<file path="src/mvcs_pkg.sv">
// Shared types and constants for the motion vector cost selection block.
package mvcs_pkg;

  // Fixed field widths
  localparam int VEC_W       = 16;
  localparam int RES_W       = 16;
  localparam int LAMBDA_W    = 16;
  localparam int COST_W      = 22;
  localparam int MV_BITS_DEF = 16;

  // Pipeline depth: diff, multiply, leading one, cost, select
  localparam int NSTAGE = 5;

  // Configuration register indexes
  localparam int CFG_IDX_W = 1;
  typedef enum logic [CFG_IDX_W-1:0] {
    CFG_LAMBDA = 1'b0,
    CFG_WEAK   = 1'b1
  } cfg_idx_e;

  // One candidate vector with its residual
  typedef struct packed {
    logic signed [VEC_W-1:0] x;
    logic signed [VEC_W-1:0] y;
    logic [RES_W-1:0]        res;
  } cand_t;

  // The three candidates of one position
  typedef struct packed {
    cand_t near;
    cand_t wide;
    cand_t free;
  } cand_set_t;

  // Stage load enables for the lanes
  typedef struct packed {
    logic s1;
    logic s2;
    logic s3;
  } lane_adv_t;

  // Stage load enables for the merge stages
  typedef struct packed {
    logic cost;
    logic sel;
  } merge_adv_t;

endpackage

</file>
<file path="src/mvcs_lane.sv">
// One bit-estimate lane: |difference|, product and highest set bit.
module mvcs_lane #(
  parameter int MV_BITS = mvcs_pkg::MV_BITS_DEF,
  localparam int BITS_W = $clog2(2 * MV_BITS + 1)
) (
  input  logic                                 clk_i,
  input  mvcs_pkg::lane_adv_t                  adv_i,
  input  logic signed [mvcs_pkg::VEC_W-1:0]    cand_x_i,
  input  logic signed [mvcs_pkg::VEC_W-1:0]    cand_y_i,
  input  logic signed [mvcs_pkg::VEC_W-1:0]    ref_x_i,
  input  logic signed [mvcs_pkg::VEC_W-1:0]    ref_y_i,
  output logic [BITS_W-1:0]                    bits_o
);

  localparam int AW = MV_BITS + 1;
  localparam int PW = 2 * AW;

  logic signed [mvcs_pkg::VEC_W:0] dx, dy;
  logic [MV_BITS-1:0] mx, my;
  logic [AW-1:0] ax_d, ay_d, ax_q, ay_q;
  logic [PW-1:0] prod_d, prod_q;
  logic [BITS_W-1:0] bits_d, bits_q;

  // Stage 1: magnitudes of the differences, plus one
  always_comb begin
    dx = {cand_x_i[mvcs_pkg::VEC_W-1], cand_x_i} - {ref_x_i[mvcs_pkg::VEC_W-1], ref_x_i};
    dy = {cand_y_i[mvcs_pkg::VEC_W-1], cand_y_i} - {ref_y_i[mvcs_pkg::VEC_W-1], ref_y_i};
    mx = dx[mvcs_pkg::VEC_W] ? MV_BITS'(-dx) : MV_BITS'(dx);
    my = dy[mvcs_pkg::VEC_W] ? MV_BITS'(-dy) : MV_BITS'(dy);
    ax_d = {1'b0, mx} + AW'(1);
    ay_d = {1'b0, my} + AW'(1);
  end

  // Stage 2: exact product
  assign prod_d = PW'(ax_q) * PW'(ay_q);

  // Stage 3: index of the highest set bit (product is never zero)
  always_comb begin
    bits_d = '0;
    for (int i = 0; i < PW; i++) begin
      if (prod_q[i]) bits_d = BITS_W'(i);
    end
  end

  always_ff @(posedge clk_i) begin
    if (adv_i.s1) begin
      ax_q <= ax_d;
      ay_q <= ay_d;
    end
    if (adv_i.s2) prod_q <= prod_d;
    if (adv_i.s3) bits_q <= bits_d;
  end

  assign bits_o = bits_q;

endmodule

</file>
<file path="config.mk">
export PLATFORM = sky130hd
export DESIGN_NAME = mvcs_lane
export DESIGN_NICKNAME = d
export VERILOG_FILES = /design/src/mvcs_pkg.sv /design/src/mvcs_lane.sv
export SDC_FILE = /design/constraint.sdc
export NUM_CORES = 1
export LEC_CHECK = 0
export BUFFER_PORTS_ARGS = -buffer_cell sky130_fd_sc_hd__buf_2
export CORE_ASPECT_RATIO = 1.5
export CORE_UTILIZATION = 50
export DETAILED_ROUTE_END_ITERATION = 10
export PLACE_DENSITY = 0.73
export SLEW_MARGIN = 20
export SYNTH_ARGS = -nofsm -noshare
export SYNTH_HDL_FRONTEND = slang
export SYNTH_SLANG_ARGS = --single-unit
export TNS_END_PERCENT = 10
</file>
<file path="constraint.sdc">
create_clock -name clk_i -period 7.7 [get_ports clk_i]
set_clock_uncertainty 0.05 [all_clocks]
set_input_delay 1.54 -clock clk_i [delete_from_list [all_inputs] [get_ports clk_i]]
set_output_delay 1.54 -clock clk_i [all_outputs]
set_load 0.05 [all_outputs]
</file>
Yosys cells after proc, flatten, opt, wreduce, memory -nomap -nowiden
Cells that the tools add are included.
W data, S select, Z words.

operators by class
  add/subtract/negate cells = 6
  reductions and logical operators = 1
  $mul = 1
  muxes and demuxes = 34

operator list
  cell                     number
  $mux W6                  30
  $add A16 B1 Y17 const B  2
  $mul A17 B17 Y34         1
  $sub A16 B16 Y17         2
  $mux W16                 2
  $neg A16 Y16             2
  $mux W1                  2
  $reduce_or A2 Y1         1

word-level totals
  bits in registers = 74
  word-level logic and storage cells = 47
  output and inout port bits = 6
  bits of input ports = 68

Logic depth before layout (Yosys ltp)
Gate-level depths: netlist (run 1).

  depth after elaboration = 32
  gate-level depth with buffers = 25
  mapped depth without buffers = 23

Least setup slack after synthesis (run 1)
No wires, ideal clock.

  path kind = register -> register
  from = register ax_q[10]
  to = register prod_q[33] (data pin)
  setup time = 0.259 ns
  stages on the path, launching flop included = 22
  path buffers = 2
  data required time = 7.391 ns
  data arrival time = 6.067 ns
  period minus slack after synthesis = 6.376 ns
  slack = 1.324 ns
  cell sequence = edfxtp_1 clkbuf_1 clkbuf_1 nand2_1 fa_1 inv_1 fa_1 fa_1 inv_1 fa_1 fa_1 inv_1 fa_1 ha_1 nor2b_1 or4_1 o221a_2 a21oi_1 a21oi_1 a311oi_1 a21oi_1 xnor2_1

between the ends
  cells in the longest elaborated chain, start to end = 1

ends and longest elaborated chain
  element                 RTL line         source
  start, declared         mvcs_lane.sv:20  logic [AW-1:0] ax_d, ay_d, ax_q, ay_q;
  start signal, assigned  mvcs_lane.sv:47  ax_q <= ax_d;
  $mul A17 B17 Y34        mvcs_lane.sv:35  assign prod_d = PW'(ax_q) * PW'(ay_q);
  net prod_d[33]          mvcs_lane.sv:21  logic [PW-1:0] prod_d, prod_q;
  end signal, assigned    mvcs_lane.sv:50  if (adv_i.s2) prod_q <= prod_d;
  end, declared           mvcs_lane.sv:21

The timed path passes the listed nets, and every way through them passes these cells.
A chain may end at the register's enable or synchronous reset.

Worst setup path after layout (run 1)
  from = register ay_q[5]
  to = register prod_q[32] (data pin)

between the ends
  cells in the longest elaborated chain, start to end = 1

ends and longest elaborated chain
  element                 RTL line         source
  start, declared         mvcs_lane.sv:20
  start signal, assigned  mvcs_lane.sv:48  ay_q <= ay_d;
  $mul A17 B17 Y34        mvcs_lane.sv:35
  net prod_d[32]          mvcs_lane.sv:21

The timed path passes the listed nets, and every way through them passes these cells.

==> reports/metrics.yaml, run 1 <==
status: "complete, no violations"
fin_setup_tns_ns: 0
synth_compound_area_share_pct: 11.4
slowest_delay_ns: 0.79
postCtsSetupRepairBufs: 0
clock_latency_ns: 0.36
path_clk_slew_ns: 0.06
clockRootBuffer: "clkbuf_16"
slew_headroom_pct: 41.8
grt_pass1_wl_um: 56600
critPathCaptureType: "register"
viasPerCell: 5.38
muxShareOfSynthArea_pct: 0.412
final.min_clock_period_ns: 6.84
detail_route.first_pass.iterations: 5
synth_top_area_share_pct: 29.2
cts_resized: 0
synth_cell_type_count: 83
cts_tree: "done"
die_area_um2: 31700
synthSimpleGateAreaFrac_pct: 17.5
dp_hpwl_um: 27600
synth_area_um2: 15500
yosys.area.top_type: "fa_1"
ys.flop_type: "edfxtp_1"
syn_nets: 2203
crit_top_cell: "fa_1"
grt_pass1_vias: 12486
initial_core_util_pct: 51.1
die_h_um: 218
cts_buffers: 9
ys_top_cells_by_count: "inv_1 (344), nand2_1 (249), fa_1 (226)"
crit_family: "adder cells"
postRouteWirelength_um: 33500
maxCapViolations: 0
grt_max_degree: 35
cp_max_fo: 17
area_delta_synth_final_pct: 6.06
overflow: 0
crit_slowest_cell: "edfxtp_1"
cts_htree_levels: 3
routabilityCongestion: 0.882
drt_iter0_markers: 373
ys_ff_latch: 73
via_count: 11809
max_freq_mhz: 146
synthTopCellsByArea: "fa_1 (29%), edfxtp_1 (14%), ha_1 (12%), inv_1 (8.3%), nand2_1 (6.0%)"
postRouteAntennaNets: 0
yosysMostFrequentCell: "inv_1"
synth_xor_area_share_pct: 5.84
synth_cells: 1765
synth-warning-count: 0
tightest_slew_ns: 0.870
port_buffers: 73
hold_path_class: "reg -> reg"
final_util_pct: 54.2
synth_top_family_by_area: "adder cells"
path_class: "reg -> reg"
slew_viol_final: 0
antenna_cells: 0
synthArstFlopShare_pct: 0
path_cells: "nand2_1, fa_1, inv_1, fa_1, fa_1, inv_1, fa_1, inv_1, fa_1, fa_1, ha_1, nand3_1, a2111oi_0, nor3_1, o31ai_1, nand4_1, nand3_1, o311ai_0, xnor2_1"
ios: 74
grt_setup_unrepaired: "no"
cts_sinks: 73
worstPathRequired_ns: 7.75
track_usage_pct: 22.2
num_rows: 78
cts_hold_buf: 0
arrival_ns: 6.89
syn_avg_cell_area_um2: 8.78
cp-start-kind: "register"
worst-path-buf-inv: 3
dieWidth_um: 146
drcViolationCount: 0
core_um2: 30400
synth_edf_count: 73
finalNetCount: 2229
synthAdderAreaFrac_pct: 40.8
antenna_found_initial: 0
wl_per_cell_um: 15.2
clock_path_buffers: 2
yosysSeqAreaShare_pct: 14.1
fill_cells: 2687
fin_crit_sh_pct: 88.8
setup_viol: 0
drive_above_1_share_pct: 6.90
hold_viol: 0
cells by family (layout without fill, tap and decap cells):
| family | after synthesis | after routing |
|---|---|---|
| xor gates and xnor gates | 100 | 100 |
| DFF | 73 | 73 |
| adders and majority gates | 370 | 370 |
| and+or+nand+nor | 558 | 558 |
| AOI/OAI and AO/OA | 253 | 253 |
| buffers and inverters | 405 | 436 |
| muxes | 6 | 6 |
path summary, 6_finish.rpt:
path,endpoint,cells after the start,slack (ns),from
min,bits_o[0],2,0.49,prod_q[33]
max reg2reg,prod_q[32],19,0.86,ay_q[5]
max,prod_q[32],19,0.86,ay_q[5]
min reg2reg,bits_o[0],2,0.49,prod_q[33]
cell type report:
| type | count | area (µm²) | share of cell area, % |
|---|---|---|---|
| multi-input cells | 1287 | 11800 | 71.6 |
| flip-flops and latches | 73 | 2190 | 13.3 |
| inverters | 344 | 1290 | 7.85 |
| well taps | 400 | 500 | 3.04 |
| repair buffers | 76 | 388 | 2.36 |
| clock buffers | 9 | 225 | 1.37 |
| clock inverters | 7 | 71.3 | 0.434 |
flip-flops by register name, summed over array words and instances (netlist names):
name,cells
bits_o,6
prod_q,33
ax_q,17
ay_q,17
stage by stage:
step / hold slack [ns] / cell area, µm² / instances / worst slack [ns]
after CTS: 0.486 / 16400 / 2196 / 0.842
after floorplan: 0.455 / 15500 / 1765 / 1.32
final: 0.486 / 16400 / 2196 / 0.862
after global placement: 0.481 / 16100 / 2180 / 0.994
after detailed placement: 0.473 / 16100 / 2180 / 0.853
after global routing: 0.500 / 16400 / 2196 / 0.578
tightest hold or removal path, cell delays in order, from the launching register on:
cell,delay (ns)
edfxtp_1,0.33
a21oi_1,0.05
o31ai_1,0.05
routing by layer:
layer	track usage (%)	routed length (µm)	up-vias
met4	10.4	1300	0
met1	23.8	12700	5693
li1	-	-	5716
met5	0	0	-
met2	43.1	17900	308
met3	2.26	1550	92
cell usage in the layout, fill, tap and decap left out, types with 9 or more instances in the layout:
master and n:
inv_1 344, nand2_1 249, fa_1 226, ha_1 144
and2_1 102, nor2_1 73, edfxtp_1 73, buf_2 73
a21oi_1 72, xnor2_1 71, nor3_1 33, o21ai_0 31
xor2_1 26, o31ai_1 19, a21o_1 17, nand3_1 16
o21a_1 15, nand2b_1 13, o21bai_1 13, nor2b_1 11
nand4_1 10, clkbuf_16 9
Power of run 1 is left out: the tool's default activity adds up to more than one toggle a clock period on the data nets, which glitch-free logic cannot reach.
==> run 2, diff against run 1 <==
CELL_PAD_IN_SITES_DETAIL_PLACEMENT = 0   (was not set)
CELL_PAD_IN_SITES_GLOBAL_PLACEMENT = 1   (was not set)
PLACE_DENSITY = 0.9   (was 0.73)
==> run 2 against run 1 <==
Net effect: non-clock buffer count increased by 2; cell area decreased by 0.12%; die area unchanged; via count about the same; core utilization decreased by 0.066 points; critical path type unchanged; largest cell class unchanged.
==> reports/metrics.yaml, run 2 (same netlist as run 1, synthesis figures left out) <==
clock_path_buffers: 2
hp-start: "prod_q[33]"
path_cells: "nand2_1, fa_1, inv_1, fa_1, fa_1, inv_1, fa_1, inv_1, fa_1, fa_1, ha_1, nand3_1, a2111oi_0, nor3_1, o31ai_1, nand4_1, nand3_1, o311ai_0, xnor2_1"
final_common_cell: "inv_1"
area_delta_synth_final_pct: 5.93
grt_pass1_wl_um: 57500
antenna_cells: 0
dp_hpwl_um: 28300
status: "complete, no violations"
cp-start-kind: "register"
postRouteWirelength_um: 34000
grt.met3_usage_pct: 2.30
drt_iter0_markers: 424
slew_viol_final: 0
postRouteAntennaNets: 0
cts_tree: "done"
cp_max_fo: 17
reg2reg_to: "prod_q[32]"
hold_viol: 0
min_to: "bits_o[0]"
slowest_delay_ns: 0.76
max_freq_mhz: 147
core_um2: 30400
port_buffers: 73
crit_family: "adder cells"
grt_pass1_vias: 12281
critPathCaptureType: "register"
detail_route.first_pass.iterations: 4
routabilityCongestion: 0.889
r2r-start: "ay_q[2]"
max_flop_register: "prod_q"
worst-path-buf-inv: 3
clock_latency_ns: 0.36
ios: 74
overflow: 0
arrival_ns: 6.86
fill_cells: 2796
r2r.worst_path.cells: 19
via_count: 11799
crit_slowest_cell: "edfxtp_1"
met2_usage_pct: 43.6
clockRootBuffer: "clkbuf_16"
grtUsageMet1_pct: 25.1
cts_resized: 0
r2r_slack_ns: 0.88
busiest_layer: "met2"
multi_input_area_um2: 11800
hold_depth: 2
largest_reg_flops: 33
initial_core_util_pct: 51.1
wl_per_cell_um: 15.5
postCtsSetupRepairBufs: 0
hold_path_class: "reg -> reg"
track_usage_pct: 22.5
final_cell_mix: "inv_1 (344), nand2_1 (249), fa_1 (226)"
fin_setup_tns_ns: 0
grt_max_degree: 35
tightest_slew_ns: 0.944
die_area_um2: 31700
num_rows: 78
final.min_clock_period_ns: 6.82
antenna_found_initial: 0
grt_setup_unrepaired: "no"
cts_buffers: 9
cts_hold_buf: 0
path_class: "reg -> reg"
worstPathRequired_ns: 7.75
drcViolationCount: 0
cts_htree_levels: 3
fin_crit_sh_pct: 88.5
die_h_um: 218
viasPerCell: 5.37
slew_headroom_pct: 36.8
finalNetCount: 2231
cts_sinks: 73
dieWidth_um: 146
path_clk_slew_ns: 0.06
crit_top_cell: "fa_1"
largestRegisters: "prod_q: 33 flops, ax_q: 17 flops, ay_q: 17 flops"
seq_area_um2: 2190
drive_above_1_share_pct: 6.96
maxCapViolations: 0
setup_viol: 0
==> run 2: cell types whose count changed in the layout (fill, tap and decap cells not counted), sizes merged <==
cell | before | now
bufinv | 1 | 0
clkinv | 4 | 3
clkinvlp | 2 | 3
buf | 76 | 78
==> run 2: worst max path at each step <==
stage	startpoint	to	slack [ns]	cells after the start
6_report	ay_q[2]	prod_q[32]	0.88	19
5_1_grt	ax_q[8]	prod_q[32]	0.45	19
2_1_floorplan	ax_q[10]	prod_q[33]	1.32	21
3_3_place_gp	ax_q[8]	prod_q[32]	0.87	19
4_1_cts	ax_q[8]	prod_q[32]	0.80	19
3_5_place_dp	ax_q[8]	prod_q[32]	0.79	19
==> run 2: metrics by stage <==
stage                     util (%)  worst slack (ns)  cell area (µm²)  hold slack (ns)  std cells
final                         54.1             0.884            16400            0.505       2197
after CTS                     54.1             0.796            16400            0.517       2197
after global placement        53.2             0.875            16200            0.465       2182
after detailed placement      53.2             0.791            16200            0.501       2182
after global routing          54.1             0.450            16400            0.549       2197
after floorplan                  -              1.32            15500            0.455       1765
==> run 2: metal layers <==
| metal | vias up | share of wire, % |
|---|---|---|
| met3 | 60 | 4.5 |
| li1 | 5705 | - |
| met5 | - | 0 |
| met4 | 0 | 3.0 |
| met2 | 303 | 54 |
| met1 | 5731 | 38 |
==> run 2: layout make-up <==
cell class                 count  share of cell area [%]
multi-input combinational   1287                    71.7
sequential                    73                    13.4
inverter                     344                    7.86
tap                          400                    3.05
timing repair buffer          78                    2.45
clock buffer                   9                    1.37
clock inverter                 6                   0.221
==> run 2: worst reg2reg max path, stage by stage (launching register included) <==
cell,delay [ns]
edfxtp_1,0.76
nand2_1,0.18
fa_1,0.55
inv_1,0.06
fa_1,0.50
fa_1,0.51
inv_1,0.06
fa_1,0.52
inv_1,0.05
fa_1,0.50
fa_1,0.49
ha_1,0.39
nand3_1,0.10
a2111oi_0,0.58
nor3_1,0.23
o31ai_1,0.45
nand4_1,0.18
nand3_1,0.11
o311ai_0,0.15
xnor2_1,0.16
Power of run 2 is left out for the same reason.
==> run 3, diff against run 2 <==
CTS_BUF_LIST = sky130_fd_sc_hd__clkbuf_8   (was not set)
==> run 3 against run 2 <==
Net effect: sequential share of layout area increased by 0.083 points; global-route usage shrank 0.073 points; first-iteration DRC count decreased by 11%; worst hold slack improved by 0.0045 ns; highest routed layer unchanged; final cell count did not move.
==> reports/metrics.yaml, run 3 (same netlist as run 1, synthesis figures left out) <==
dp_hpwl_um: 28300
critPathCaptureType: "register"
num_rows: 78
tightest_slew_ns: 0.936
cts_buffers: 9
layout_setup_ws_ns: 0.885
via_count: 11770
grt_pass1_wl_um: 57300
clockRootBuffer: "clkbuf_8"
hold_viol: 0
cts_resized: 0
die_h_um: 218
detail_route.first_pass.iterations: 4
placed_area_um2: 16200
track_usage_pct: 22.5
die_area_um2: 31700
dr.max_layer_used: "met4"
cts_tree: "done"
drt-met1-wl_um: 13100
wl_met2_um: 18200
status: "complete, no violations"
initial_core_util_pct: 51.1
setup_viol: 0
clock_latency_ns: 0.39
postCtsSetupRepairBufs: 0
grt_setup_unrepaired: "no"
clock_path_buffers: 2
grt_pass1_vias: 12301
cts_sinks: 73
drive_above_1_share_pct: 6.96
overflow: 0
grt_max_degree: 35
routabilityCongestion: 0.889
slew_viol_final: 0
fin_setup_tns_ns: 0
largestRegisters: "prod_q: 33 flops, ax_q: 17 flops, ay_q: 17 flops"
max_freq_mhz: 147
antenna_found_initial: 0
max_flop_register: "prod_q"
final_common_cell: "inv_1"
arrival_ns: 6.90
fin_crit_sh_pct: 88.5
drcViolationCount: 0
finalNetCount: 2231
postRouteAntennaNets: 0
design_area_um2: 16300
dieWidth_um: 146
core_um2: 30400
ios: 74
final.min_clock_period_ns: 6.81
wl_met3_um: 1390
worstPathRequired_ns: 7.78
cp-start-kind: "register"
slew_headroom_pct: 37.4
final_cell_mix: "inv_1 (344), nand2_1 (249), fa_1 (226)"
post-place-ws_ns: 0.791
drt_iter0_markers: 378
r2r_slack_ns: 0.89
viasPerCell: 5.36
cts_htree_levels: 3
antenna_cells: 0
maxCapViolations: 0
port_buffers: 73
wl_per_cell_um: 15.4
cts_hold_buf: 0
hold_path_class: "reg -> reg"
largest_reg_flops: 33
postRouteWirelength_um: 33800
area_delta_synth_final_pct: 5.28
path_class: "reg -> reg"
cp_max_fo: 17
path_clk_slew_ns: 0.07
==> run 3: metal layers <==
layer,vias up,track usage [%]
li1,5703,-
met1,5701,24.9
met2,294,43.1
met3,72,2.49
met4,0,9.16
met5,-,0
==> run 3: worst paths after layout <==
| path | startpoint | end | cells past startpoint |
|---|---|---|---|
| min reg2reg | prod_q[33] | bits_o[0] | 2 |
| max | ay_q[2] | prod_q[32] | 19 |
| min | prod_q[33] | bits_o[0] | 2 |
| max reg2reg | ay_q[2] | prod_q[32] | 19 |
==> run 3: worst max-delay path, cell delays in order, from the launching register on <==
cell	delay [ns]
edfxtp_1	0.76
nand2_1	0.17
fa_1	0.55
inv_1	0.06
fa_1	0.50
fa_1	0.51
inv_1	0.06
fa_1	0.52
inv_1	0.05
fa_1	0.50
fa_1	0.49
ha_1	0.39
nand3_1	0.10
a2111oi_0	0.59
nor3_1	0.23
o31ai_1	0.45
nand4_1	0.18
nand3_1	0.11
o311ai_0	0.15
xnor2_1	0.16
==> run 3: area by class of cell <==
| class | count | area, µm² |
|---|---|---|
| fill | 2808 | 14000 |
| multi-input combinational | 1287 | 11800 |
| sequential | 73 | 2190 |
| inverter | 344 | 1290 |
| tap | 400 | 500 |
| timing repair buffer | 78 | 403 |
| clock buffer | 9 | 124 |
| clock inverter | 6 | 36.3 |
==> run 3: metrics by stage <==
| step | hold WS [ns] | std cells | util, % |
|---|---|---|---|
| after detailed placement | 0.501 | 2182 | 53.2 |
| final | 0.510 | 2197 | 53.8 |
| after global routing | 0.554 | 2197 | 53.8 |
| after floorplan | 0.455 | 1765 | - |
| after CTS | 0.521 | 2197 | 53.8 |
| after global placement | 0.465 | 2182 | 53.2 |
Power of run 3 is left out for the same reason.
