<file path="src/mvcs_pkg.sv">
// Shared types and constants for the motion vector cost selection block.
package mvcs_pkg;

  // Fixed field widths
  localparam int VEC_W       = 16;
  localparam int RES_W       = 16;
  localparam int LAMBDA_W    = 16;
  localparam int COST_W      = 22;
  localparam int MV_BITS_DEF = 16;

  // Pipeline depth: diff, multiply, leading one, cost, select
  localparam int NSTAGE = 5;

  // Configuration register indexes
  localparam int CFG_IDX_W = 1;
  typedef enum logic [CFG_IDX_W-1:0] {
    CFG_LAMBDA = 1'b0,
    CFG_WEAK   = 1'b1
  } cfg_idx_e;

  // One candidate vector with its residual
  typedef struct packed {
    logic signed [VEC_W-1:0] x;
    logic signed [VEC_W-1:0] y;
    logic [RES_W-1:0]        res;
  } cand_t;

  // The three candidates of one position
  typedef struct packed {
    cand_t near;
    cand_t wide;
    cand_t free;
  } cand_set_t;

  // Stage load enables for the lanes
  typedef struct packed {
    logic s1;
    logic s2;
    logic s3;
  } lane_adv_t;

  // Stage load enables for the merge stages
  typedef struct packed {
    logic cost;
    logic sel;
  } merge_adv_t;

endpackage

</file>
<file path="src/mvcs_merge.sv">
// Merge stages: candidate costs, then the nested comparison into the output register.
module mvcs_merge #(
  parameter int MV_BITS = mvcs_pkg::MV_BITS_DEF,
  localparam int BITS_W = $clog2(2 * MV_BITS + 1)
) (
  input  logic                                 clk_i,
  input  mvcs_pkg::merge_adv_t                 adv_i,
  input  logic [mvcs_pkg::LAMBDA_W-1:0]        lambda_i,
  input  logic                                 weak_i,
  input  mvcs_pkg::cand_set_t                  cands_i,
  input  logic [BITS_W-1:0]                    bits_n_i,
  input  logic [BITS_W-1:0]                    bits_w_i,
  input  logic [BITS_W-1:0]                    bits_fp_i,
  input  logic [BITS_W-1:0]                    bits_f0_i,
  output logic signed [mvcs_pkg::VEC_W-1:0]    best_x_o,
  output logic signed [mvcs_pkg::VEC_W-1:0]    best_y_o,
  output logic [mvcs_pkg::COST_W-1:0]          best_cost_o
);

  localparam int SW = mvcs_pkg::LAMBDA_W + BITS_W + 1;

  logic [BITS_W-1:0] bits_f;
  logic [mvcs_pkg::COST_W-1:0] cn_d, cw_d, cf_d, cn_q, cw_q, cf_q;
  mvcs_pkg::cand_set_t c_q;
  logic signed [mvcs_pkg::VEC_W-1:0] bx_d, by_d, bx_q, by_q;
  logic [mvcs_pkg::COST_W-1:0] bc_d, bc_q;

  // Cost stage: free candidate takes the smaller of its two estimates
  always_comb begin
    bits_f = (bits_f0_i < bits_fp_i) ? bits_f0_i : bits_fp_i;
    cn_d = mvcs_pkg::COST_W'(SW'(cands_i.near.res) + SW'(lambda_i) * SW'(bits_n_i));
    cw_d = mvcs_pkg::COST_W'(SW'(cands_i.wide.res) + SW'(lambda_i) * SW'(bits_w_i));
    cf_d = mvcs_pkg::COST_W'(SW'(cands_i.free.res) + SW'(lambda_i) * SW'(bits_f));
  end

  // Select stage: nested comparison in full mode, plain compare in weak mode
  always_comb begin
    bx_d = c_q.near.x;
    by_d = c_q.near.y;
    bc_d = cn_q;
    if (weak_i) begin
      if (cn_q > cw_q) begin
        bx_d = c_q.wide.x;
        by_d = c_q.wide.y;
        bc_d = cw_q;
      end
    end else if (cn_q > cf_q) begin
      if (cf_q > cw_q) begin
        bx_d = c_q.wide.x;
        by_d = c_q.wide.y;
        bc_d = cw_q;
      end else begin
        bx_d = c_q.free.x;
        by_d = c_q.free.y;
        bc_d = cf_q;
      end
    end
  end

  always_ff @(posedge clk_i) begin
    if (adv_i.cost) begin
      cn_q <= cn_d;
      cw_q <= cw_d;
      cf_q <= cf_d;
      c_q  <= cands_i;
    end
    if (adv_i.sel) begin
      bx_q <= bx_d;
      by_q <= by_d;
      bc_q <= bc_d;
    end
  end

  assign best_x_o    = bx_q;
  assign best_y_o    = by_q;
  assign best_cost_o = bc_q;

endmodule

</file>
<file path="config.mk">
export PLATFORM = sky130hd
export DESIGN_NAME = mvcs_merge
export DESIGN_NICKNAME = d
export VERILOG_FILES = /design/src/mvcs_pkg.sv /design/src/mvcs_merge.sv
export SDC_FILE = /design/constraint.sdc
export NUM_CORES = 1
export LEC_CHECK = 0
export ABC_AREA = 1
export BUFFER_PORTS_ARGS = -buffer_cell sky130_fd_sc_hd__buf_2
export CORE_UTILIZATION = 50
export DETAILED_ROUTE_END_ITERATION = 10
export PLACE_DENSITY = 0.74
export SETUP_SLACK_MARGIN = 0.02
export SYNTH_ARGS = -nofsm -noshare
export SYNTH_HDL_FRONTEND = slang
export SYNTH_SLANG_ARGS = --single-unit
</file>
<file path="constraint.sdc">
create_clock -name clk_i -period 10.7 [get_ports clk_i]
set_input_delay 0.535 -clock clk_i [delete_from_list [all_inputs] [get_ports clk_i]]
set_output_delay 0.535 -clock clk_i [all_outputs]
set_load 0.02 [all_outputs]
</file>
# Word level (Yosys, flattened, before mapping)

Index checks and enable logic that the tools add are counted.

Register bits after elaboration: 216
Output and inout port bits: 54

$mul: 3
Magnitude comparators: 4
Mux-type cells: 13
Add/sub/neg operators: 3

Operators with widths:

| kind                                          | count |
|---|---|
| 16-bit 2-to-1 mux                             | 8 |
| 22-bit 2-to-1 mux                             | 4 |
| 16-bit by 22-bit adder with 22-bit output     | 3 |
| 22-bit > comparator                           | 3 |
| 16-bit by 6-bit multiplier with 22-bit output | 3 |
| 6-bit < comparator                            | 1 |
| 6-bit 2-to-1 mux                              | 1 |

# Depth between registers and ports, before layout

Gate-level depths: netlist of run 1.

Depth after elaboration: 4
Gate-level depth with buffers: 27
Depth with buffers taken out: 25

# Least setup slack after synthesis of run 1

No wires, ideal clock.

Path kind: input to register
Start: in bits_fp_i[5]
End: reg cf_q[17] in the netlist's numbering, data pin
Data arrival time: 5.036 ns
Cell stages on the path: 24
Library setup time: 0.258 ns
Slack: 5.406 ns
Path through: inv_1 ha_1 nand2_1 nor2_1 o21ai_1 o211ai_1 buf_2 nand2_1 o21ai_2 buf_2 nor2_1 fa_1 fa_1 fa_1 inv_1 fa_1 inv_1 ha_1 nand2_1 nor2_1 nand4_1 o211ai_1 a21oi_1 xnor2_1

Longest elaborated chain between the ends: 4

RTL lines:

| element                                         | RTL line         | text |
|---|---|---|
| from (decl)                                     | mvcs_merge.sv:13 | `input logic [BITS_W-1:0] bits_fp_i,` |
| 6-bit < comparator                              | mvcs_merge.sv:30 | `bits_f = (bits_f0_i < bits_fp_i) ? bits_f0_i : bits_fp_i;` |
| 6-bit 2-to-1 mux *                              | mvcs_merge.sv:30 |  |
| 16-bit by 6-bit multiplier with 22-bit output * | mvcs_merge.sv:33 | `cf_d = mvcs_pkg::COST_W'(SW'(cands_i.free.res) + SW'(lambda_i) * SW'(bits_f));` |
| 16-bit by 22-bit adder with 22-bit output *     | mvcs_merge.sv:33 |  |
| named net cf_d (one bit)                        | mvcs_merge.sv:23 | `logic [mvcs_pkg::COST_W-1:0] cn_d, cw_d, cf_d, cn_q, cw_q, cf_q;` |
| to (signal assigned)                            | mvcs_merge.sv:64 | `cf_q <= cf_d;` |
| to (decl)                                       | mvcs_merge.sv:23 |  |

Mark *: on every way through the listed nets, which the timed path passes. The rest lies on a longest branch.
A chain may end at the register's enable or synchronous reset.

# Worst setup path after layout of run 1

Start: in bits_fp_i[1]
End: reg cf_q[14] in the netlist's numbering, data pin

The elaborated chain is that of the path after synthesis.

==> impl_metrics.sql, run 1 <==
INSERT INTO impl_metrics (metric_group, metric, value, unit) VALUES
('clocking', 'clk_transition_reported_paths', '0.07', 'ns'),
('critical_path', 'worst-endpoint-arrival', '6.11', 'ns'),
('yosys', 'synth_top_cell_by_area', 'sky130_fd_sc_hd__edfxtp_1', ''),
('drt', 'final_antenna_net_count', '0', ''),
('clocking', 'tritoncts', 'yes', ''),
('global_route', 'first_global_vias', '18200', ''),
('clocking', 'clock_sink_count', '216', ''),
('drt', 'via_count', '17900', ''),
('critical_path', 'crit_path_max_incr_delay', '0.76', 'ns'),
('die', 'fp.dieArea', '44900', 'um2'),
('clocking', 'numCtsBuffers', '22', ''),
('yosys', 'synth_sequential_area_ratio', '29.5', '%'),
('timing', 'final_period_minus_worst_setup_slack', '5.85', 'ns'),
('yosys', 'synth.distinct_cells', '42', ''),
('global_route', 'grt_usage', '26.6', '%'),
('yosys', 'synth_most_common_cell', 'sky130_fd_sc_hd__nand2_1', ''),
('yosys', 'yosys_register_bits', '216', ''),
('placed_design', 'dp.final_hpwl', '44.2', 'mm'),
('global_route', 'grt_busiest_layer', 'met2', ''),
('die', 'core', '43300', 'um2'),
('die', 'initial_core_util', '50.9', '%'),
('timing', 'max_clock_freq', '171', 'MHz'),
('final_layout', 'syn2layout_area_growth', '10.1', '%'),
('critical_path', 'ff2ff_setup_slack', '6.87', 'ns'),
('yosys', 'syn-mean-instance-area', '8.68', 'um2'),
('timing', 'timing_max_transition_violations_final', '0', ''),
('timing', 'max_slew.worst_pin.slew', '1.00', 'ns'),
('global_route', 'grt_use_met2', '44.7', '%'),
('yosys', 'synth_cells', '2537', ''),
('status', 'status', 'complete, no violations', ''),
('drt', 'total_iterations_of_the_first_detailed_routing_run', '6', ''),
('yosys', 'yosysTopAreaCellShare', '29.5', '%'),
('critical_path', 'regToRegEndpoint', 'best_cost_o[11]', ''),
('placed_design', 'pre_cts_slack', '4.43', 'ns'),
('critical_path', 'critical_path.cell_chain', 'buf_2, inv_1, ha_1, o21a_1, o21ai_1, o211ai_1, o21ai_2, nor2_1, fa_1, inv_1, fa_1, inv_1, fa_1, inv_1, fa_1, inv_1, ha_1, a21oi_1, o21ai_1, nor2_1, o21ai_0, a21oi_1, xnor2_1', ''),
('hold_path', 'hold_path_depth', '1', ''),
('global_route', 'grt_remaining_overflow', '0', ''),
('timing', 'finalCritPeriodShare', '54.7', '%'),
('final_layout', 'fin_cells', '3314', ''),
('critical_path', 'r2r_path_start', 'cw_q[9]', ''),
('placed_design', 'place.port_buffers', '241', ''),
('timing', 'worst_slack', '4.85', 'ns'),
('hold_path', 'hold_path_startpoint', 'cands_i[27]', ''),
('global_route', 'gr-usage-met1', '34.2', '%'),
('clocking', 'cts-htree-levels', '1', ''),
('critical_path', 'ff2ff_path_depth', '16', ''),
('final_layout', 'drive_above_1_share', '13.4', '%'),
('critical_path', 'cp_endpoint_kind', 'flop', ''),
('critical_path', 'cpMostUsedCell', 'sky130_fd_sc_hd__inv_1', ''),
('clocking', 'clock_latency_late_sink', '0.52', 'ns'),
('placed_design', 'place_inst', '3270', ''),
('global_route', 'grt_max_degree', '91', ''),
('yosys', 'netlist_area', '22000', 'um2'),
('timing', 'finalSetupViolCount', '0', ''),
('drt', 'average_wire_per_standard_cell', '17.7', 'um'),
('drt', 'via_per_inst', '5.41', ''),
('timing', 'finalHoldViolCount', '0', ''),
('die', 'die_width', '212', 'um'),
('critical_path', 'crit_path_top_delay_cell', 'sky130_fd_sc_hd__o21ai_2', ''),
('clocking', 'cts_hold_buf', '0', ''),
('drt', 'remaining_drc_errors', '0', ''),
('critical_path', 'crit_type', 'primary input to flop', ''),
('die', 'count_of_boundary_i_o_pins', '242', ''),
('power', 'powerDensity', '307', 'nW/um2'),
('yosys', 'post_synth_most_frequent_cells', '548 x sky130_fd_sc_hd__nand2_1, 479 x sky130_fd_sc_hd__inv_1, 221 x sky130_fd_sc_hd__nand3_1', ''),
('clocking', 'max-clock-path-buffers', '3', ''),
('timing', 'timing.max_slew.rel_slack', '32.8', '%'),
('job', 'maximum_capacitance_violations', '0', ''),
('yosys', 'synth_flop_type', 'sky130_fd_sc_hd__edfxtp_1', ''),
('yosys', 'cells_taking_the_most_area_after_synthesis', 'sky130_fd_sc_hd__edfxtp_1 29%, sky130_fd_sc_hd__fa_1 19%, sky130_fd_sc_hd__ha_1 11%, sky130_fd_sc_hd__nand2_1 9.3%, sky130_fd_sc_hd__inv_1 8.2%', ''),
('global_route', 'number_of_antenna_violations_at_the_first_check_in_global_routing', '5', '');
per-stage QoR:
step | hold WS [ns] | cell area (um2) | utilization (%) | total power, mW
CTS | 0.162 | 24200 | 56.0 | 7.42
global route | 0.172 | 24200 | 56.0 | 8.14
floorplan | 0.604 | 22000 | - | 5.33
finish | 0.185 | 24200 | 56.0 | 7.45
global placement | 0.613 | 23500 | 54.3 | 6.47
detailed placement | 0.629 | 23500 | 54.3 | 6.58
how the worst max path moves through the flow:
stage | from | endpoint | cells past startpoint
after floorplan | bits_fp_i[5] | cf_q[17] | 24
after global placement | bits_fp_i[5] | cf_q[14] | 24
after detailed placement | bits_fp_i[5] | cf_q[14] | 24
after CTS | bits_fp_i[5] | cf_q[14] | 23
after global routing | bits_fp_i[5] | cf_q[14] | 24
final | bits_fp_i[1] | cf_q[14] | 23
worst max-delay path, delay by kind of cell:
family	cells	cell delay, ns
fa+ha+maj	6	2.65
simple gates	2	0.37
buf+inv	6	0.32
xor+xnor	1	0.10
compound gates	8	2.14
sequential cells by signal, summed over array words and instances (netlist names):
signal / cells
cw_q: 22
best_x_o: 16
c_q: 96
cf_q: 22
cn_q: 22
best_y_o: 16
best_cost_o: 22
cells in the final DEF (no fill, tap or decap), types with 9 or more instances in the layout:
cell / instances
sky130_fd_sc_hd__nand2_1: 548
sky130_fd_sc_hd__inv_1: 479
sky130_fd_sc_hd__buf_2: 239
sky130_fd_sc_hd__nand3_1: 221
sky130_fd_sc_hd__edfxtp_1: 216
sky130_fd_sc_hd__fa_1: 210
sky130_fd_sc_hd__ha_1: 191
sky130_fd_sc_hd__nor2_1: 159
sky130_fd_sc_hd__a21oi_1: 152
sky130_fd_sc_hd__o21ai_0: 45
sky130_fd_sc_hd__xor2_1: 40
sky130_fd_sc_hd__nand3_2: 32
sky130_fd_sc_hd__nand2_4: 31
sky130_fd_sc_hd__clkbuf_16: 23
sky130_fd_sc_hd__xnor2_1: 20
sky130_fd_sc_hd__nand4_1: 16
sky130_fd_sc_hd__o21ai_1: 9
kinds of logic after synthesis:
family	Yosys count	share of synthesized area, %
and+or+nand+nor	1038	21.7
AOI/OAI and AO/OA	241	5.91
DFF	216	29.5
xor gates and xnor gates	60	2.39
buffers and inverters	581	10.7
adders and majority gates	401	29.9
report_power, final:
group	switching, mW	internal [mW]
clock	0.325	0.486
combinational	3.28	1.78
sequential	0.183	1.40
total	3.79	3.66
layout make-up:
class                   count  area [um2]
fillers                  3887       19000
diodes                      4        10.0
repair buffers            248        1270
clock inverters            16         178
well taps                 585         732
flip-flops and latches    216        6490
clock buffers              24         579
inverters                 481        1810
multi-input cells        1740       13200
layer usage:
metal	up-vias	share of wire (%)
met5	-	0.046
met1	8551	41
met3	119	8.2
li1	8406	-
met4	4	4.0
met2	845	46
(Power assumes the default switching activity.)
==> run 2: changes to the inputs <==
==> constraint.sdc (replaced) <==
create_clock -name clk_i -period 5.99 [get_ports clk_i]
set_input_delay 0.2995 -clock clk_i [delete_from_list [all_inputs] [get_ports clk_i]]
set_output_delay 0.2995 -clock clk_i [all_outputs]
set_load 0.02 [all_outputs]
==> run 2 against run 1 <==
Critical path depth is 1 lower. Sequential share of layout area shrank 1.1 points. Highest routed layer is now met4. Power rose by 80%. Largest cell class unchanged. Hold slack worse by 0.055 ns. First-iteration DRC count up 28%. Setup slack worse by 4.4 ns. Register-to-register slack got worse by 4.7 ns. Core utilization up 2.3 points. Wire length grew 5.6%. Count of clock-buffer cells in the layout up 3. Sequential power grew 78%.
==> impl_metrics.sql, run 2 (same netlist as run 1, synthesis figures left out) <==
INSERT INTO impl_metrics (metric_group, metric, value, unit) VALUES
('final_layout', 'layout_common_cells', '548 x sky130_fd_sc_hd__nand2_1, 479 x sky130_fd_sc_hd__inv_1, 239 x sky130_fd_sc_hd__buf_2, 221 x sky130_fd_sc_hd__nand3_1, 216 x sky130_fd_sc_hd__edfxtp_1', ''),
('critical_path', 'ff2ff_setup_slack', '2.20', 'ns'),
('final_layout', 'largest_reg_flops', '96', ''),
('global_route', 'first_pass_grt_wire_length', '97.9', 'mm'),
('die', 'die_width', '212', 'um'),
('clocking', 'tritoncts', 'yes', ''),
('critical_path', 'worstSetupEndpoint', 'cf_q[14]', ''),
('clocking', 'clk_transition_reported_paths', '0.06', 'ns'),
('global_route', 'grt_max_degree', '109', ''),
('power', 'ir_drop', '565', 'uV'),
('timing', 'timing_max_transition_violations_final', '0', ''),
('timing', 'finalSetupViolCount', '0', ''),
('timing', 'finalHoldViolCount', '0', ''),
('critical_path', 'r2r_path_start', 'cw_q[21]', ''),
('status', 'status', 'complete, no violations', ''),
('final_layout', 'largest_register', 'c_q', ''),
('die', 'core', '43300', 'um2'),
('final_layout', 'final_net_count', '3401', ''),
('drt', 'remaining_drc_errors', '0', ''),
('clocking', 'post_cts.resized_instances', '0', ''),
('final_layout', 'mostFrequentLayoutCell', 'sky130_fd_sc_hd__nand2_1', ''),
('final_layout', 'final_design_area_no_fill', '25200', 'um2'),
('timing', 'max_clock_freq', '181', 'MHz'),
('power', 'powerDensity', '532', 'nW/um2'),
('die', 'fp.dieArea', '44900', 'um2'),
('drt', 'final_antenna_net_count', '0', ''),
('critical_path', 'crit_path_top_delay_cell', 'sky130_fd_sc_hd__o211ai_1', ''),
('critical_path', 'cp.buffers_inverters', '6', ''),
('critical_path', 'crit_path_max_incr_delay', '0.81', 'ns'),
('global_route', 'grt_remaining_overflow', '0', ''),
('placed_design', 'dp.final_hpwl', '45.1', 'mm'),
('placed_design', 'finalWeightedCongestion', '0.929', ''),
('drt', 'via_per_inst', '5.39', ''),
('drt', 'detailedRoute.firstIterationViolations', '1595', ''),
('die', 'die_h', '212', 'um'),
('final_layout', 'nFillCells', '3829', ''),
('critical_path', 'worst-endpoint-arrival', '5.77', 'ns'),
('job', 'maximum_capacitance_violations', '0', ''),
('critical_path', 'path_depth', '22', ''),
('clocking', 'root_buffer', 'sky130_fd_sc_hd__clkbuf_16', ''),
('placed_design', 'place.port_buffers', '241', ''),
('final_layout', 'diodes', '0', ''),
('global_route', 'first_global_vias', '19000', ''),
('hold_path', 'hold_path_startpoint', 'cands_i[0]', ''),
('critical_path', 'critical_path.top_delay_family', 'adder cells', ''),
('critical_path', 'crit_type', 'primary input to flop', ''),
('critical_path', 'path_max_fanout', '12', ''),
('placed_design', 'place_inst', '3277', ''),
('final_layout', 'fin_cells', '3413', ''),
('drt', 'total_iterations_of_the_first_detailed_routing_run', '5', ''),
('clocking', 'numCtsBuffers', '22', ''),
('critical_path', 'ff2ff_path_depth', '13', ''),
('die', 'initial_core_util', '50.9', '%'),
('final_layout', 'drive_above_1_share', '13.1', '%'),
('die', 'rows', '76', ''),
('global_route', 'grt_usage', '27.8', '%'),
('power', 'leakage', '12.8', 'nW'),
('critical_path', 'regToRegEndpoint', 'best_x_o[1]', ''),
('die', 'count_of_boundary_i_o_pins', '242', ''),
('timing', 'timing.clock.skew', '0.0103', 'ns'),
('clocking', 'clock_sink_count', '216', ''),
('timing', 'finalCritPeriodShare', '92.0', '%'),
('clocking', 'post_cts_buffers', '0', ''),
('critical_path', 'worst-endpoint-required', '6.25', 'ns'),
('hold_path', 'worstHoldPathType', 'primary input to flop', ''),
('critical_path', 'cp_endpoint_kind', 'flop', ''),
('drt', 'via_count', '18400', ''),
('timing', 'grt_setup_unrepaired', 'false', ''),
('global_route', 'number_of_antenna_violations_at_the_first_check_in_global_routing', '0', ''),
('timing', 'max_slew.worst_pin.slew', '1.21', 'ns'),
('critical_path', 'worstSetupStartpointType', 'primary input', ''),
('placed_design', 'place_area', '23500', 'um2'),
('timing', 'timing.max_slew.rel_slack', '19.2', '%'),
('clocking', 'max-clock-path-buffers', '3', ''),
('final_layout', 'syn2layout_area_growth', '14.6', '%'),
('timing', 'timing.hold.ws', '0.130', 'ns'),
('critical_path', 'critical_path.cell_chain', 'buf_2, inv_1, ha_1, a21oi_1, o211ai_1, nand2_1, o21ai_2, buf_4, nor2_1, fa_1, fa_1, fa_1, inv_1, fa_1, inv_1, ha_1, nand2_1, nor2_1, inv_1, o21ai_0, a21oi_1, xnor2_1', ''),
('clocking', 'clock_latency_late_sink', '0.51', 'ns'),
('timing', 'final_period_minus_worst_setup_slack', '5.51', 'ns'),
('drt', 'wl', '62.1', 'mm'),
('drt', 'average_wire_per_standard_cell', '18.2', 'um'),
('critical_path', 'cp-startpoint', 'bits_fp_i[3]', ''),
('clocking', 'cts-htree-levels', '1', '');
run 2: what timing repair did:
item                                    CTS  global route
endpoints found under the hold margin    96             0
hold buffers                             96             0
endpoints found under the setup margin    0             1
run 2: worst reg2reg max path, stage by stage (launching register included):
cell and delay [ns]:
sky130_fd_sc_hd__edfxtp_1 0.45, sky130_fd_sc_hd__inv_1 0.14, sky130_fd_sc_hd__ha_1 0.26, sky130_fd_sc_hd__nand2_2 0.11, sky130_fd_sc_hd__o21bai_1 0.12, sky130_fd_sc_hd__nand2_1 0.07
sky130_fd_sc_hd__nor2_1 0.23, sky130_fd_sc_hd__nand3_4 0.70, sky130_fd_sc_hd__nand2_8 0.89, sky130_fd_sc_hd__nand2_4 0.19, sky130_fd_sc_hd__nand3_2 0.11, sky130_fd_sc_hd__nand2_1 0.09
sky130_fd_sc_hd__nand2_1 0.10, sky130_fd_sc_hd__inv_1 0.08
run 2: metal layers:
metal	vias to the layer above	part of all wire [%]	GRT usage (%)
met4	0	4.4	13.0
met5	-	0	0
li1	8604	-	-
met3	139	7.7	3.06
met1	8752	41	35.3
met2	904	47	47.5
run 2: cell type report:
cell class | count | area, um2 | area share (%)
sequential | 216 | 6490 | 25.7
inverter | 481 | 1810 | 7.16
timing repair buffer | 351 | 2280 | 9.04
clock inverter | 13 | 155 | 0.615
tap | 585 | 732 | 2.90
multi-input combinational | 1740 | 13200 | 52.3
clock buffer | 27 | 591 | 2.34
run 2: worst min path at each step:
| stage | end | slack, ns | cells past startpoint |
|---|---|---|---|
| final | cf_q[0] | 0.13 | 2 |
| after global routing | cf_q[0] | 0.15 | 2 |
| after CTS | cf_q[0] | 0.12 | 2 |
| after detailed placement | c_q[19] | 0.48 | 1 |
| after global placement | c_q[36] | 0.48 | 1 |
| after floorplan | c_q[112] | 0.40 | 0 |
run 2: metrics by stage:
| stage | TNS [ns] | worst slack [ns] | util (%) | total power, mW |
|---|---|---|---|---|
| after global routing | 0 | 0.0238 | 58.3 | 14.7 |
| final | 0 | 0.476 | 58.3 | 13.4 |
| after floorplan | 0 | 0.931 | - | 9.52 |
| after CTS | 0 | 0.512 | 58.3 | 13.4 |
| after detailed placement | -0.0231 | -0.0231 | 54.4 | 11.9 |
| after global placement | 0 | 0.147 | 54.4 | 11.6 |
run 2: power breakdown:
group / switching, mW / internal (mW)
Combinational: 5.95 / 3.24
Sequential: 0.330 / 2.49
Clock: 0.580 / 0.838
Total: 6.86 / 6.57
